--- config.mk ---
export PLATFORM = sky130hd
export DESIGN_NAME = utf8_path_validator
export DESIGN_NICKNAME = d
export VERILOG_FILES = /design/src/design/uvp_pkg.sv /design/src/design/uvp_front.sv /design/src/design/uvp_queue.sv /design/src/design/uvp_back.sv /design/src/design/utf8_path_validator.sv
export VERILOG_INCLUDE_DIRS = /design/src /design/src/design
export SDC_FILE = /design/constraint.sdc
export NUM_CORES = 1
export LEC_CHECK = 0
export BUFFER_PORTS_ARGS = -buffer_cell sky130_fd_sc_hd__clkbuf_2
export CAP_MARGIN = 5
export CORE_ASPECT_RATIO = 0.8
export CORE_MARGIN = 1
export CORE_UTILIZATION = 30
export CTS_BUF_LIST = sky130_fd_sc_hd__clkbuf_4 sky130_fd_sc_hd__clkbuf_8 sky130_fd_sc_hd__clkbuf_16
export CTS_CLUSTER_SIZE = 40
export DETAILED_ROUTE_END_ITERATION = 16
export PLACE_DENSITY = 0.44
export SLEW_MARGIN = 5
export SYNTH_ARGS = -nofsm -noshare
export SYNTH_HDL_FRONTEND = slang
export SYNTH_SLANG_ARGS = --single-unit
--- constraint.sdc ---
create_clock -name clk_i -period 2.75 [get_ports clk_i]
set_clock_uncertainty 0.05 [all_clocks]
set_input_delay 0.1375 -clock clk_i [delete_from_list [all_inputs] [get_ports clk_i]]
set_output_delay 0.1375 -clock clk_i [all_outputs]
set_load 0.05 [all_outputs]
--- src/design/assert_macros.svh ---
// assertion macros shared by the rtl files
`ifndef ASSERT_MACROS_SVH
`define ASSERT_MACROS_SVH
`ifndef SYNTHESIS
// expression holds at every clock edge outside reset
`define ASSERT_ALWAYS(lbl, clk, rst_n, expr) \
  lbl: assert property (@(posedge clk) disable iff (!rst_n) (expr)) \
    else $error("assertion failed");
// antecedent implies consequent in the following cycle
`define ASSERT_NEXT(lbl, clk, rst_n, ante, cons) \
  lbl: assert property (@(posedge clk) disable iff (!rst_n) (ante) |=> (cons)) \
    else $error("assertion failed");
`else
`define ASSERT_ALWAYS(lbl, clk, rst_n, expr)
`define ASSERT_NEXT(lbl, clk, rst_n, ante, cons)
`endif
`endif

--- src/design/uvp_pkg.sv ---
// types and constants of the utf-8 path validator
`default_nettype none
package uvp_pkg;

  localparam logic [7:0] ChSlash     = 8'h2f;
  localparam logic [7:0] ChDot       = 8'h2e;
  localparam logic [7:0] ChBackslash = 8'h5c;
  localparam logic [7:0] ChDel       = 8'h7f;
  localparam logic [7:0] ChSpace     = 8'h20;

  localparam logic [20:0] CodeMax = 21'h10ffff;
  localparam logic [20:0] SurrLo  = 21'h00d800;
  localparam logic [20:0] SurrHi  = 21'h00dfff;
  localparam logic [20:0] Min2    = 21'h000080;
  localparam logic [20:0] Min3    = 21'h000800;
  localparam logic [20:0] Min4    = 21'h010000;

  localparam logic [2:0] SeqLen2 = 3'd2;
  localparam logic [2:0] SeqLen3 = 3'd3;
  localparam logic [2:0] SeqLen4 = 3'd4;

  localparam logic [12:0] PathCeil = 13'd4096;
  localparam logic [8:0]  PartCeil = 9'd256;

  localparam int unsigned CfgAddrW = 2;
  localparam int unsigned CfgDataW = 12;
  localparam logic [CfgAddrW-1:0] RegMaxPath = 2'd0;
  localparam logic [CfgAddrW-1:0] RegMaxComp = 2'd1;

  typedef enum logic [2:0] {
    CLS_ASCII,
    CLS_CONT,
    CLS_LEAD2,
    CLS_LEAD3,
    CLS_LEAD4,
    CLS_INVALID
  } byte_class_e;

  typedef enum logic [1:0] {
    DOT_NONE,
    DOT_ONE,
    DOT_TWO,
    DOT_OTHER
  } dot_state_e;

  typedef struct packed {
    logic [7:0]  data_byte;
    logic        has_byte;
    logic        last;
    logic        bare_root;
    logic        component_only;
    byte_class_e cls;
    logic        is_slash;
    logic        is_dot;
    logic        is_bad_char;
  } uvp_item_t;

  typedef struct packed {
    logic [11:0] max_path_bytes;
    logic [7:0]  max_component_bytes;
  } uvp_cfg_t;

endpackage
`default_nettype wire

--- src/design/uvp_front.sv ---
// front end: takes input transfers and classifies each byte
`default_nettype none
module uvp_front
  import uvp_pkg::*;
(
  input  wire logic       in_valid_i,
  output logic            in_ready_o,
  input  wire logic [7:0] data_byte_i,
  input  wire logic       has_byte_i,
  input  wire logic       last_i,
  input  wire logic       bare_root_i,
  input  wire logic       component_only_i,
  output logic            push_valid_o,
  input  wire logic       push_ready_i,
  output uvp_item_t       push_item_o
);

  byte_class_e cls;

  always_comb begin
    if (data_byte_i <= 8'h7f) begin
      cls = CLS_ASCII;
    end else if (data_byte_i <= 8'hbf) begin
      cls = CLS_CONT;
    end else if (data_byte_i >= 8'hc2 && data_byte_i <= 8'hdf) begin
      cls = CLS_LEAD2;
    end else if (data_byte_i >= 8'he0 && data_byte_i <= 8'hef) begin
      cls = CLS_LEAD3;
    end else if (data_byte_i >= 8'hf0 && data_byte_i <= 8'hf4) begin
      cls = CLS_LEAD4;
    end else begin
      cls = CLS_INVALID;
    end
  end

  always_comb begin
    push_item_o.data_byte      = data_byte_i;
    push_item_o.has_byte       = has_byte_i;
    push_item_o.last           = last_i;
    push_item_o.bare_root      = bare_root_i;
    push_item_o.component_only = component_only_i;
    push_item_o.cls            = cls;
    push_item_o.is_slash       = (data_byte_i == ChSlash);
    push_item_o.is_dot         = (data_byte_i == ChDot);
    push_item_o.is_bad_char    = (data_byte_i < ChSpace) || (data_byte_i == ChDel) ||
                                 (data_byte_i == ChBackslash);
  end

  assign push_valid_o = in_valid_i;
  assign in_ready_o   = push_ready_i;

endmodule
`default_nettype wire

--- src/design/uvp_queue.sv ---
// short queue between front and back end
`default_nettype none
`include "assert_macros.svh"
module uvp_queue #(
  parameter int unsigned Width = 8,
  parameter int unsigned Depth = 2
) (
  input  wire logic             clk_i,
  input  wire logic             rst_ni,
  input  wire logic             push_valid_i,
  output logic                  push_ready_o,
  input  wire logic [Width-1:0] push_data_i,
  output logic                  pop_valid_o,
  input  wire logic             pop_ready_i,
  output logic [Width-1:0]      pop_data_o
);

  localparam int unsigned AddrW  = (Depth > 1) ? $clog2(Depth) : 1;
  localparam int unsigned CountW = $clog2(Depth + 1);

  logic [Width-1:0]  mem_q [Depth];
  logic [AddrW-1:0]  wr_ptr_q, wr_ptr_d, rd_ptr_q, rd_ptr_d;
  logic [CountW-1:0] count_q, count_d;
  logic              push, pop;

  assign push_ready_o = (count_q != CountW'(Depth));
  assign pop_valid_o  = (count_q != '0);
  assign pop_data_o   = mem_q[rd_ptr_q];
  assign push         = push_valid_i && push_ready_o;
  assign pop          = pop_valid_o && pop_ready_i;

  always_comb begin
    wr_ptr_d = wr_ptr_q;
    rd_ptr_d = rd_ptr_q;
    count_d  = count_q;
    if (push) begin
      wr_ptr_d = (wr_ptr_q == AddrW'(Depth - 1)) ? '0 : wr_ptr_q + 1'b1;
    end
    if (pop) begin
      rd_ptr_d = (rd_ptr_q == AddrW'(Depth - 1)) ? '0 : rd_ptr_q + 1'b1;
    end
    if (push && !pop) begin
      count_d = count_q + 1'b1;
    end else if (pop && !push) begin
      count_d = count_q - 1'b1;
    end
  end

  always_ff @(posedge clk_i or negedge rst_ni) begin
    if (!rst_ni) begin
      wr_ptr_q <= '0;
      rd_ptr_q <= '0;
      count_q  <= '0;
    end else begin
      wr_ptr_q <= wr_ptr_d;
      rd_ptr_q <= rd_ptr_d;
      count_q  <= count_d;
    end
  end

  always_ff @(posedge clk_i) begin
    if (push) begin
      mem_q[wr_ptr_q] <= push_data_i;
    end
  end

  `ASSERT_ALWAYS(count_in_range_a, clk_i, rst_ni, count_q <= CountW'(Depth))
  `ASSERT_NEXT(full_after_fill_a, clk_i, rst_ni,
    push && !pop && count_q == CountW'(Depth - 1), !push_ready_o)
  `ASSERT_NEXT(valid_after_push_a, clk_i, rst_ni, push, pop_valid_o)

endmodule
`default_nettype wire

--- src/design/uvp_back.sv ---
// back end: string state, rule checks and result register
`default_nettype none
`include "assert_macros.svh"
module uvp_back
  import uvp_pkg::*;
(
  input  wire logic      clk_i,
  input  wire logic      rst_ni,
  input  wire uvp_cfg_t  cfg_i,
  input  wire logic      pop_valid_i,
  output logic           pop_ready_o,
  input  wire uvp_item_t pop_item_i,
  output logic           out_valid_o,
  input  wire logic      out_ready_i,
  output logic           string_ok_o,
  output logic [12:0]    bytes_seen_o
);

  logic [1:0]  seq_rem_q, seq_rem_d;
  logic [2:0]  seq_len_q, seq_len_d;
  logic [20:0] partial_q, partial_d;
  logic [12:0] total_q, total_d;
  logic [8:0]  part_q, part_d;
  dot_state_e  dot_q, dot_d;
  logic        prev_slash_q, prev_slash_d;
  logic        failed_q, failed_d;
  logic [1:0]  modes_q, modes_d;

  logic        out_valid_q;
  logic        ok_q, ok_d;
  logic [12:0] seen_q;

  logic        take, first, comp_mode, verdict;
  logic [20:0] code;

  // a string end needs the result slot, other transfers never wait
  assign pop_ready_o = !pop_item_i.last || !out_valid_q || out_ready_i;
  assign take        = pop_valid_i && pop_ready_o;

  always_comb begin
    seq_rem_d    = seq_rem_q;
    seq_len_d    = seq_len_q;
    partial_d    = partial_q;
    total_d      = total_q;
    part_d       = part_q;
    dot_d        = dot_q;
    prev_slash_d = prev_slash_q;
    failed_d     = failed_q;
    modes_d      = modes_q;
    verdict      = 1'b0;
    code         = {partial_q[14:0], pop_item_i.data_byte[5:0]};

    first = (total_q == '0);
    if (first) begin
      modes_d = {pop_item_i.component_only, pop_item_i.bare_root};
    end
    comp_mode = modes_d[1];

    if (pop_item_i.has_byte) begin
      // utf-8 sequence tracking
      if (seq_rem_q == '0) begin
        unique case (pop_item_i.cls)
          CLS_ASCII: begin
          end
          CLS_LEAD2: begin
            seq_len_d = SeqLen2;
            seq_rem_d = 2'd1;
            partial_d = {16'd0, pop_item_i.data_byte[4:0]};
          end
          CLS_LEAD3: begin
            seq_len_d = SeqLen3;
            seq_rem_d = 2'd2;
            partial_d = {17'd0, pop_item_i.data_byte[3:0]};
          end
          CLS_LEAD4: begin
            seq_len_d = SeqLen4;
            seq_rem_d = 2'd3;
            partial_d = {18'd0, pop_item_i.data_byte[2:0]};
          end
          default: begin
            failed_d = 1'b1;
          end
        endcase
      end else if (pop_item_i.cls != CLS_CONT) begin
        failed_d  = 1'b1;
        seq_rem_d = '0;
        seq_len_d = '0;
        partial_d = '0;
      end else begin
        partial_d = code;
        seq_rem_d = seq_rem_q - 1'b1;
        if (seq_rem_q == 2'd1) begin
          // sequence complete: overlong, range and surrogate checks
          if ((seq_len_q == SeqLen2 && code < Min2) ||
              (seq_len_q == SeqLen3 && code < Min3) ||
              (seq_len_q == SeqLen4 && code < Min4) ||
              code > CodeMax || (code >= SurrLo && code <= SurrHi)) begin
            failed_d = 1'b1;
          end
          seq_len_d = '0;
          partial_d = '0;
        end
      end

      // path component rules
      if (pop_item_i.is_slash) begin
        if (comp_mode) begin
          failed_d = 1'b1;
        end else if (!first && (prev_slash_q || dot_q == DOT_ONE || dot_q == DOT_TWO)) begin
          failed_d = 1'b1;
        end
        part_d       = '0;
        dot_d        = DOT_NONE;
        prev_slash_d = 1'b1;
      end else begin
        if (first && !comp_mode) begin
          failed_d = 1'b1;
        end
        if (pop_item_i.is_bad_char) begin
          failed_d = 1'b1;
        end
        if (part_q < PartCeil) begin
          part_d = part_q + 1'b1;
        end
        if (part_d > {1'b0, cfg_i.max_component_bytes}) begin
          failed_d = 1'b1;
        end
        if (pop_item_i.is_dot) begin
          unique case (dot_q)
            DOT_NONE: dot_d = DOT_ONE;
            DOT_ONE:  dot_d = DOT_TWO;
            default:  dot_d = DOT_OTHER;
          endcase
        end else begin
          dot_d = DOT_OTHER;
        end
        prev_slash_d = 1'b0;
      end

      if (total_q < PathCeil) begin
        total_d = total_q + 1'b1;
      end
      if (!comp_mode && total_d > {1'b0, cfg_i.max_path_bytes}) begin
        failed_d = 1'b1;
      end
    end

    // verdict on the updated state
    priority if (failed_d || seq_rem_d != '0 || total_d == '0) begin
      verdict = 1'b0;
    end else if (!comp_mode && total_d == 13'd1 && prev_slash_d) begin
      verdict = modes_d[0];
    end else if (!comp_mode && prev_slash_d) begin
      verdict = 1'b0;
    end else if (dot_d == DOT_ONE || dot_d == DOT_TWO) begin
      verdict = 1'b0;
    end else begin
      verdict = 1'b1;
    end
    ok_d = verdict;
  end

  always_ff @(posedge clk_i or negedge rst_ni) begin
    if (!rst_ni) begin
      seq_rem_q    <= '0;
      seq_len_q    <= '0;
      partial_q    <= '0;
      total_q      <= '0;
      part_q       <= '0;
      dot_q        <= DOT_NONE;
      prev_slash_q <= 1'b0;
      failed_q     <= 1'b0;
      modes_q      <= '0;
    end else if (take) begin
      if (pop_item_i.last) begin
        seq_rem_q    <= '0;
        seq_len_q    <= '0;
        partial_q    <= '0;
        total_q      <= '0;
        part_q       <= '0;
        dot_q        <= DOT_NONE;
        prev_slash_q <= 1'b0;
        failed_q     <= 1'b0;
        modes_q      <= '0;
      end else begin
        seq_rem_q    <= seq_rem_d;
        seq_len_q    <= seq_len_d;
        partial_q    <= partial_d;
        total_q      <= total_d;
        part_q       <= part_d;
        dot_q        <= dot_d;
        prev_slash_q <= prev_slash_d;
        failed_q     <= failed_d;
        modes_q      <= modes_d;
      end
    end
  end

  always_ff @(posedge clk_i or negedge rst_ni) begin
    if (!rst_ni) begin
      out_valid_q <= 1'b0;
    end else if (take && pop_item_i.last) begin
      out_valid_q <= 1'b1;
    end else if (out_ready_i) begin
      out_valid_q <= 1'b0;
    end
  end

  always_ff @(posedge clk_i) begin
    if (take && pop_item_i.last) begin
      ok_q   <= ok_d;
      seen_q <= total_d;
    end
  end

  assign out_valid_o  = out_valid_q;
  assign string_ok_o  = ok_q;
  assign bytes_seen_o = seen_q;

  `ASSERT_ALWAYS(seq_len_matches_a, clk_i, rst_ni,
    seq_rem_q == '0 || ({1'b0, seq_rem_q} < seq_len_q))
  `ASSERT_ALWAYS(empty_string_clean_a, clk_i, rst_ni,
    total_q != '0 || (!failed_q && part_q == '0 && seq_rem_q == '0))
  `ASSERT_ALWAYS(ok_has_bytes_a, clk_i, rst_ni,
    !(out_valid_q && ok_q) || seen_q != '0)

endmodule
`default_nettype wire

--- src/design/utf8_path_validator.sv ---
// utf-8 path validator top level: config registers, front end, queue, back end
// a string end transfer passes through the queue and then the result register
// before out_valid_o rises; throughput: one byte per cycle, set by the per-byte
// state update, while the queue has room and no string end awaits the result slot
// reset clears all string state and the queue; limits return to 1023 and 255
// config writes are taken every cycle and change the limits at once
`default_nettype none
module utf8_path_validator
  import uvp_pkg::*;
#(
  parameter int unsigned QueueDepth = 2
) (
  input  wire logic                clk_i,
  input  wire logic                rst_ni,
  // configuration write channel
  input  wire logic                cfg_valid_i,
  output logic                     cfg_ready_o,
  input  wire logic [CfgAddrW-1:0] cfg_addr_i,
  input  wire logic [CfgDataW-1:0] cfg_data_i,
  // byte input channel
  input  wire logic                in_valid_i,
  output logic                     in_ready_o,
  input  wire logic [7:0]          data_byte_i,
  input  wire logic                has_byte_i,
  input  wire logic                last_i,
  input  wire logic                bare_root_i,
  input  wire logic                component_only_i,
  // verdict channel
  output logic                     out_valid_o,
  input  wire logic                out_ready_i,
  output logic                     string_ok_o,
  output logic [12:0]              bytes_seen_o
);

  localparam int unsigned ItemW = $bits(uvp_item_t);

  uvp_cfg_t  cfg_q;
  uvp_item_t push_item, pop_item;
  logic      push_valid, push_ready, pop_valid, pop_ready;

  // limits accept a write every cycle
  assign cfg_ready_o = 1'b1;

  always_ff @(posedge clk_i or negedge rst_ni) begin
    if (!rst_ni) begin
      cfg_q.max_path_bytes      <= 12'd1023;
      cfg_q.max_component_bytes <= 8'd255;
    end else if (cfg_valid_i) begin
      unique case (cfg_addr_i)
        RegMaxPath: cfg_q.max_path_bytes      <= cfg_data_i;
        RegMaxComp: cfg_q.max_component_bytes <= cfg_data_i[7:0];
        default: begin
          // writes beyond the register list are dropped
        end
      endcase
    end
  end

  // front end: byte classes and flags computed at the input transfer
  uvp_front u_front (
    .in_valid_i       (in_valid_i),
    .in_ready_o       (in_ready_o),
    .data_byte_i      (data_byte_i),
    .has_byte_i       (has_byte_i),
    .last_i           (last_i),
    .bare_root_i      (bare_root_i),
    .component_only_i (component_only_i),
    .push_valid_o     (push_valid),
    .push_ready_i     (push_ready),
    .push_item_o      (push_item)
  );

  // queue decouples input stalls from result stalls
  uvp_queue #(
    .Width (ItemW),
    .Depth (QueueDepth)
  ) u_queue (
    .clk_i        (clk_i),
    .rst_ni       (rst_ni),
    .push_valid_i (push_valid),
    .push_ready_o (push_ready),
    .push_data_i  (push_item),
    .pop_valid_o  (pop_valid),
    .pop_ready_i  (pop_ready),
    .pop_data_o   (pop_item)
  );

  // back end: per-string state and verdict register
  uvp_back u_back (
    .clk_i        (clk_i),
    .rst_ni       (rst_ni),
    .cfg_i        (cfg_q),
    .pop_valid_i  (pop_valid),
    .pop_ready_o  (pop_ready),
    .pop_item_i   (pop_item),
    .out_valid_o  (out_valid_o),
    .out_ready_i  (out_ready_i),
    .string_ok_o  (string_ok_o),
    .bytes_seen_o (bytes_seen_o)
  );

endmodule
`default_nettype wire
==> metrics.sh <==
STATUS='finished, violations left'
FAILING_CHECKS='negative setup slack'
UTILIZATION_PCT=39.8
SYNTH.YOSYS.SEQ_AREA_SHARE_PCT=51.0
TIMING.FINAL.SETUP_VIOLATIONS=2
NUM_ANTENNA_CELLS=0
GLOBAL_ROUTE.OVERFLOW_TOTAL=0
NUM_ROWS=47
DIE-AREA_SQ_UM=21700
SYNTHTOPCELLSBYAREA='edfxtp_1 (22%), dfrtp_1 (22%), dfstp_2 (7.5%)'
WORSTSETUPSTARTPOINTTYPE='flop'
HTREEDEPTH=4
DESIGN.FINAL.NETS=787
IOPINCOUNT=48
CTS_TREE='yes'
TIMING.CRITICAL_PATH.SLOWEST_CELL_DELAY_NS=0.37
SYNTH_WARNINGS=0
ORDERED_LIST_OF_CELLS_ON_THE_WORST_PATH='ha_2, nor2b_4, nand3_2, xnor2_2, ha_1, a21o_1, a221o_1, a41oi_2, o21ai_2, a221oi_2, a21oi_1, nor3_2'
DRT-PASS1-ITER-COUNT=5
FINAL-HOLD-VIOLATION-COUNT=0
SYNTHTOLAYOUTAREAGROWTH_PCT=30.1
SUMMED_NEGATIVE_SETUP_SLACK_OVER_ALL_ENDPOINTS_NS=-0.249
GRT_FIRST_PASS_WIRELENGTH_UM=26300
DETAIL_ROUTE.DRC_VIOLATIONS=0
SETUP.WORST_PATH.CLASS='reg -> reg'
YOSYS_MOST_USED_DFF='dfrtp_1'
FINALWORSTSETUPSLACK_NS=-0.129
FILLERINSTANCES=2016
WORSTHOLDSTART='cfg_addr_i[1]'
REG2REG_FROM='u_back.part_q[1]$_DFFE_PN0P_'
CLKLATENCYLATEPIN_NS=0.42
MAPPEDNETLISTAREA_SQ_UM=6330
ASYNC_FLOP_SHARE_PCT=61.3
FINAL_MAX_SLEW_VIOL_COUNT=0
PERIOD_SHARE_PCT=105
DETAIL_ROUTE.WIRELENGTH_UM=16100
TIMING.HOLD.WORST_ENDPOINT='cfg_q[11]$_DFFE_PN1P_'
GRT_START_MAX_NET_PINS=74
SYNTH_TOP_AREA_SHARE_PCT=21.8
WORST_PATH_MAX_DELAY_CELL='dfrtp_1'
GRT_UTIL_ALL_LAYERS_PCT=15.8
PATH_CLK_SLEW_NS=0.06
DOMINANT_DELAY_CONTRIBUTOR_BY_CELL_FAMILY_ON_THE_CRITICAL_PATH='compound AO/OA/AOI/OAI gates'
NETLIST_INSTANCES=596
YOSYSUNIQUECELLTYPES=72
SYNTH_EDF_COUNT=46
TIMING.HOLD.WORST_PATH_DEPTH=4
VIA_COUNT=4952
CTS-BUFFERS-INSERTED=17
CLOCK-SINKS=119
DIE_WIDTH_UM=164
REPORTED_MAX_CAP_VIOLATION_COUNT=0
LAYOUT_MIN_CYCLE_TIME_NS=2.88
POSTSYNTHNETCOUNT=653
SYN_AVG_CELL_AREA_SQ_UM=10.6
AVGVIACOUNTPERCELL=4.89
DP_HPWL_UM=11500
LEAKAGE_nW=3.59
PLACED_AREA_SQ_UM=7250
NUMPORTBUFFERS=46
CTS_MAX_PATH_BUFFERS=2
GRT_PASS1_VIAS=4949
SYNTH_AREA_LEADER='edfxtp_1'
CORE_AREA_SQ_UM=20700
PLACE_CONGESTION=0.896
CHIPHEIGHT_UM=132
SLEW_HEADROOM_PCT=32.9
REGTOREGENDPOINT='u_back.string_ok_o$_SDFFCE_PP0P_'
INITIAL_STANDARD_CELL_UTILIZATION_OF_THE_CORE_PCT=30.6
TIGHTESTPINTRANSITION_NS=1.01
POWER.IR.VDD_WORST_mV=0.541
POST_ROUTE_CELLS_DRIVE_ABOVE_1_SHARE_PCT=28.7
CRIT_PATH_END_KIND='flop'
PATH_MAX_FANOUT=4
YS_FF_LATCH=119
CLK_ROOT_BUFFER_CELL='clkbuf_16'
FINISH.INSTANCE_AREA_SQ_UM=8240
TIMING.CRITICAL_PATH.REQUIRED_NS=2.96
DETAIL-ROUTE-ANTENNA-NETS=0
ARRIVAL_NS=3.09
R2R_SETUP_SLACK_NS=-0.13
INITIAL_ANTENNA_VIOLATION_COUNT=0
DP_WORST_SETUP_SLACK_NS=-0.199
FMAX_MHz=347
FINAL_CELLS=1012
UNREPAIRED_SETUP_ENDPOINTS_AFTER_GLOBAL_ROUTING='true'
WORSTPATHBUFFERINVERTERCOUNT=0
HOLDCRITPATHCLASS='in -> reg'
DRT_ITER0_DRC=272
WORST_R2R_PATH_DEPTH=12
POWER_PER_CELL_AREA_nW_PER_UM2=989
NUMPLACEDINSTANCES=945
AVGROUTEDWIREPERCELL_UM=15.9
[where the power goes]
group	total [mW]	switching, mW	leakage (nW)	internal (mW)
Combinational	3.23	2.04	1.92	1.19
Clock	2.34	0.946	0.307	1.39
Sequential	2.58	0.229	1.37	2.35
Total	8.15	3.22	3.59	4.93
[final cells by class]
type                            count  area, sq um  share of cell area [%]
Multi-Input combinational cell    416         2890                    35.0
Clock buffer                       17          425                    5.16
Inverter                           32          120                    1.46
Tap cell                          269          337                    4.08
Timing Repair Buffer              144         1040                    12.7
Clock inverter                     15          196                    2.38
Sequential cell                   119         3230                    39.2
[cells in the mapped netlist, types with 5 or more instances]
library cell,instances
o31ai_1,6
o21a_1,5
clkbuf_1,15
nand2b_1,5
inv_1,32
a21oi_1,11
dfstp_2,18
nor2_1,34
nand2_1,79
nand3_1,15
mux2i_1,13
and3_1,6
mux2_2,15
o41ai_1,6
nand4_1,6
dfrtp_1,55
xor2_1,12
a22o_1,7
nor3_1,10
o21ai_0,52
edfxtp_1,46
nor4_1,10
ha_1,26
xnor2_1,21
buf_2,8
[repair_timing]
| action | in CTS | in global routing |
|---|---|---|
| pin swaps | 8 | 8 |
| setup endpoints to repair | 2 | 2 |
| resized for setup | 7 | 3 |
| buffers inserted | 5 | 5 |
| hold buffers | 25 | 0 |
| hold endpoints to repair | 98 | 0 |
[state kept, by name (all words and copies together), names as in the netlist]
register,cells
u_queue.rd_ptr_q,1
cfg_q,20
u_back.seq_len_q,3
u_back.prev_slash_q,1
u_back.part_q,9
u_back.seq_rem_q,2
u_back.string_ok_o,1
u_back.failed_q,1
u_back.total_q,13
u_queue.wr_ptr_q,1
u_back.partial_q,15
u_queue.mem_q,32
u_back.bytes_seen_o,13
u_queue.count_q,2
u_back.out_valid_o,1
u_back.modes_q,2
u_back.dot_q,2
[routing by layer]
layer / up-vias / global-route usage (%) / part of all wire (%)
met1: 2373 / 23.4 / 52
met4: 0 / 5.20 / 1.0
met2: 129 / 22.1 / 42
met5: - / 0 / 0
li1: 2435 / - / -
met3: 15 / 4.03 / 5.4
[kinds of logic (layout without fill, tap and decap cells)]
family / count (synthesis) / in the layout / share of synthesized area, %
adders and majority gates: 26 / 26 / 5.14
other: 1 / 1 / 0.0592
AOI/OAI and AO/OA: 127 / 127 / 13.6
xor gates and xnor gates: 33 / 33 / 4.56
buffers and inverters: 61 / 208 / 4.47
DFF: 119 / 119 / 51.0
muxes: 33 / 33 / 5.87
and+or+nand+nor: 196 / 196 / 15.3
[stage by stage]
| stage | power, mW | hold slack [ns] |
|---|---|---|
| 2_1_floorplan | 4.74 | -0.208 |
| 3_3_place_gp | 5.74 | 0.277 |
| 3_5_place_dp | 5.78 | 0.285 |
| 4_1_cts | 8.22 | 0.000374 |
| 5_1_grt | 8.66 | 0.0483 |
| 6_report | 8.15 | 0.0181 |
[layout by cell type, fill, tap and decap left out, types with 11 or more instances in the layout]
cell / synthesis / routed
nand2_1: 79 / 79
buf_4: 1 / 73
dfrtp_1: 55 / 55
o21ai_0: 52 / 51
edfxtp_1: 46 / 46
clkbuf_2: 0 / 45
nor2_1: 34 / 33
inv_1: 32 / 32
ha_1: 26 / 25
dlygate4sd3_1: 0 / 25
xnor2_1: 21 / 19
dfstp_2: 18 / 18
clkbuf_16: 0 / 17
mux2_2: 15 / 15
nand3_1: 15 / 13
xor2_1: 12 / 12
mux2i_1: 13 / 12
a21oi_1: 11 / 11
[worst min-delay path: cells and delay by family]
kind            cells  cell delay, ns
simple gates        2            0.17
buf+inv             1            0.10
compound gates      1            0.07
[worst max path at each step]
stage                                            start  slack (ns)                               end  cells after the start
after floorplan           u_back.part_q[8]$_DFFE_PN0P_        0.01       u_back.failed_q$_DFFE_PN0P_                     12
after global placement    u_back.part_q[1]$_DFFE_PN0P_       -0.14       u_back.failed_q$_DFFE_PN0P_                     12
after detailed placement  u_back.part_q[1]$_DFFE_PN0P_       -0.20       u_back.failed_q$_DFFE_PN0P_                     12
after CTS                 u_back.part_q[1]$_DFFE_PN0P_       -0.12  u_back.string_ok_o$_SDFFCE_PP0P_                     12
after global routing      u_back.part_q[0]$_DFFE_PN0P_       -0.27  u_back.string_ok_o$_SDFFCE_PP0P_                     12
final                     u_back.part_q[1]$_DFFE_PN0P_       -0.13  u_back.string_ok_o$_SDFFCE_PP0P_                     12
(Power assumes the default switching activity.)
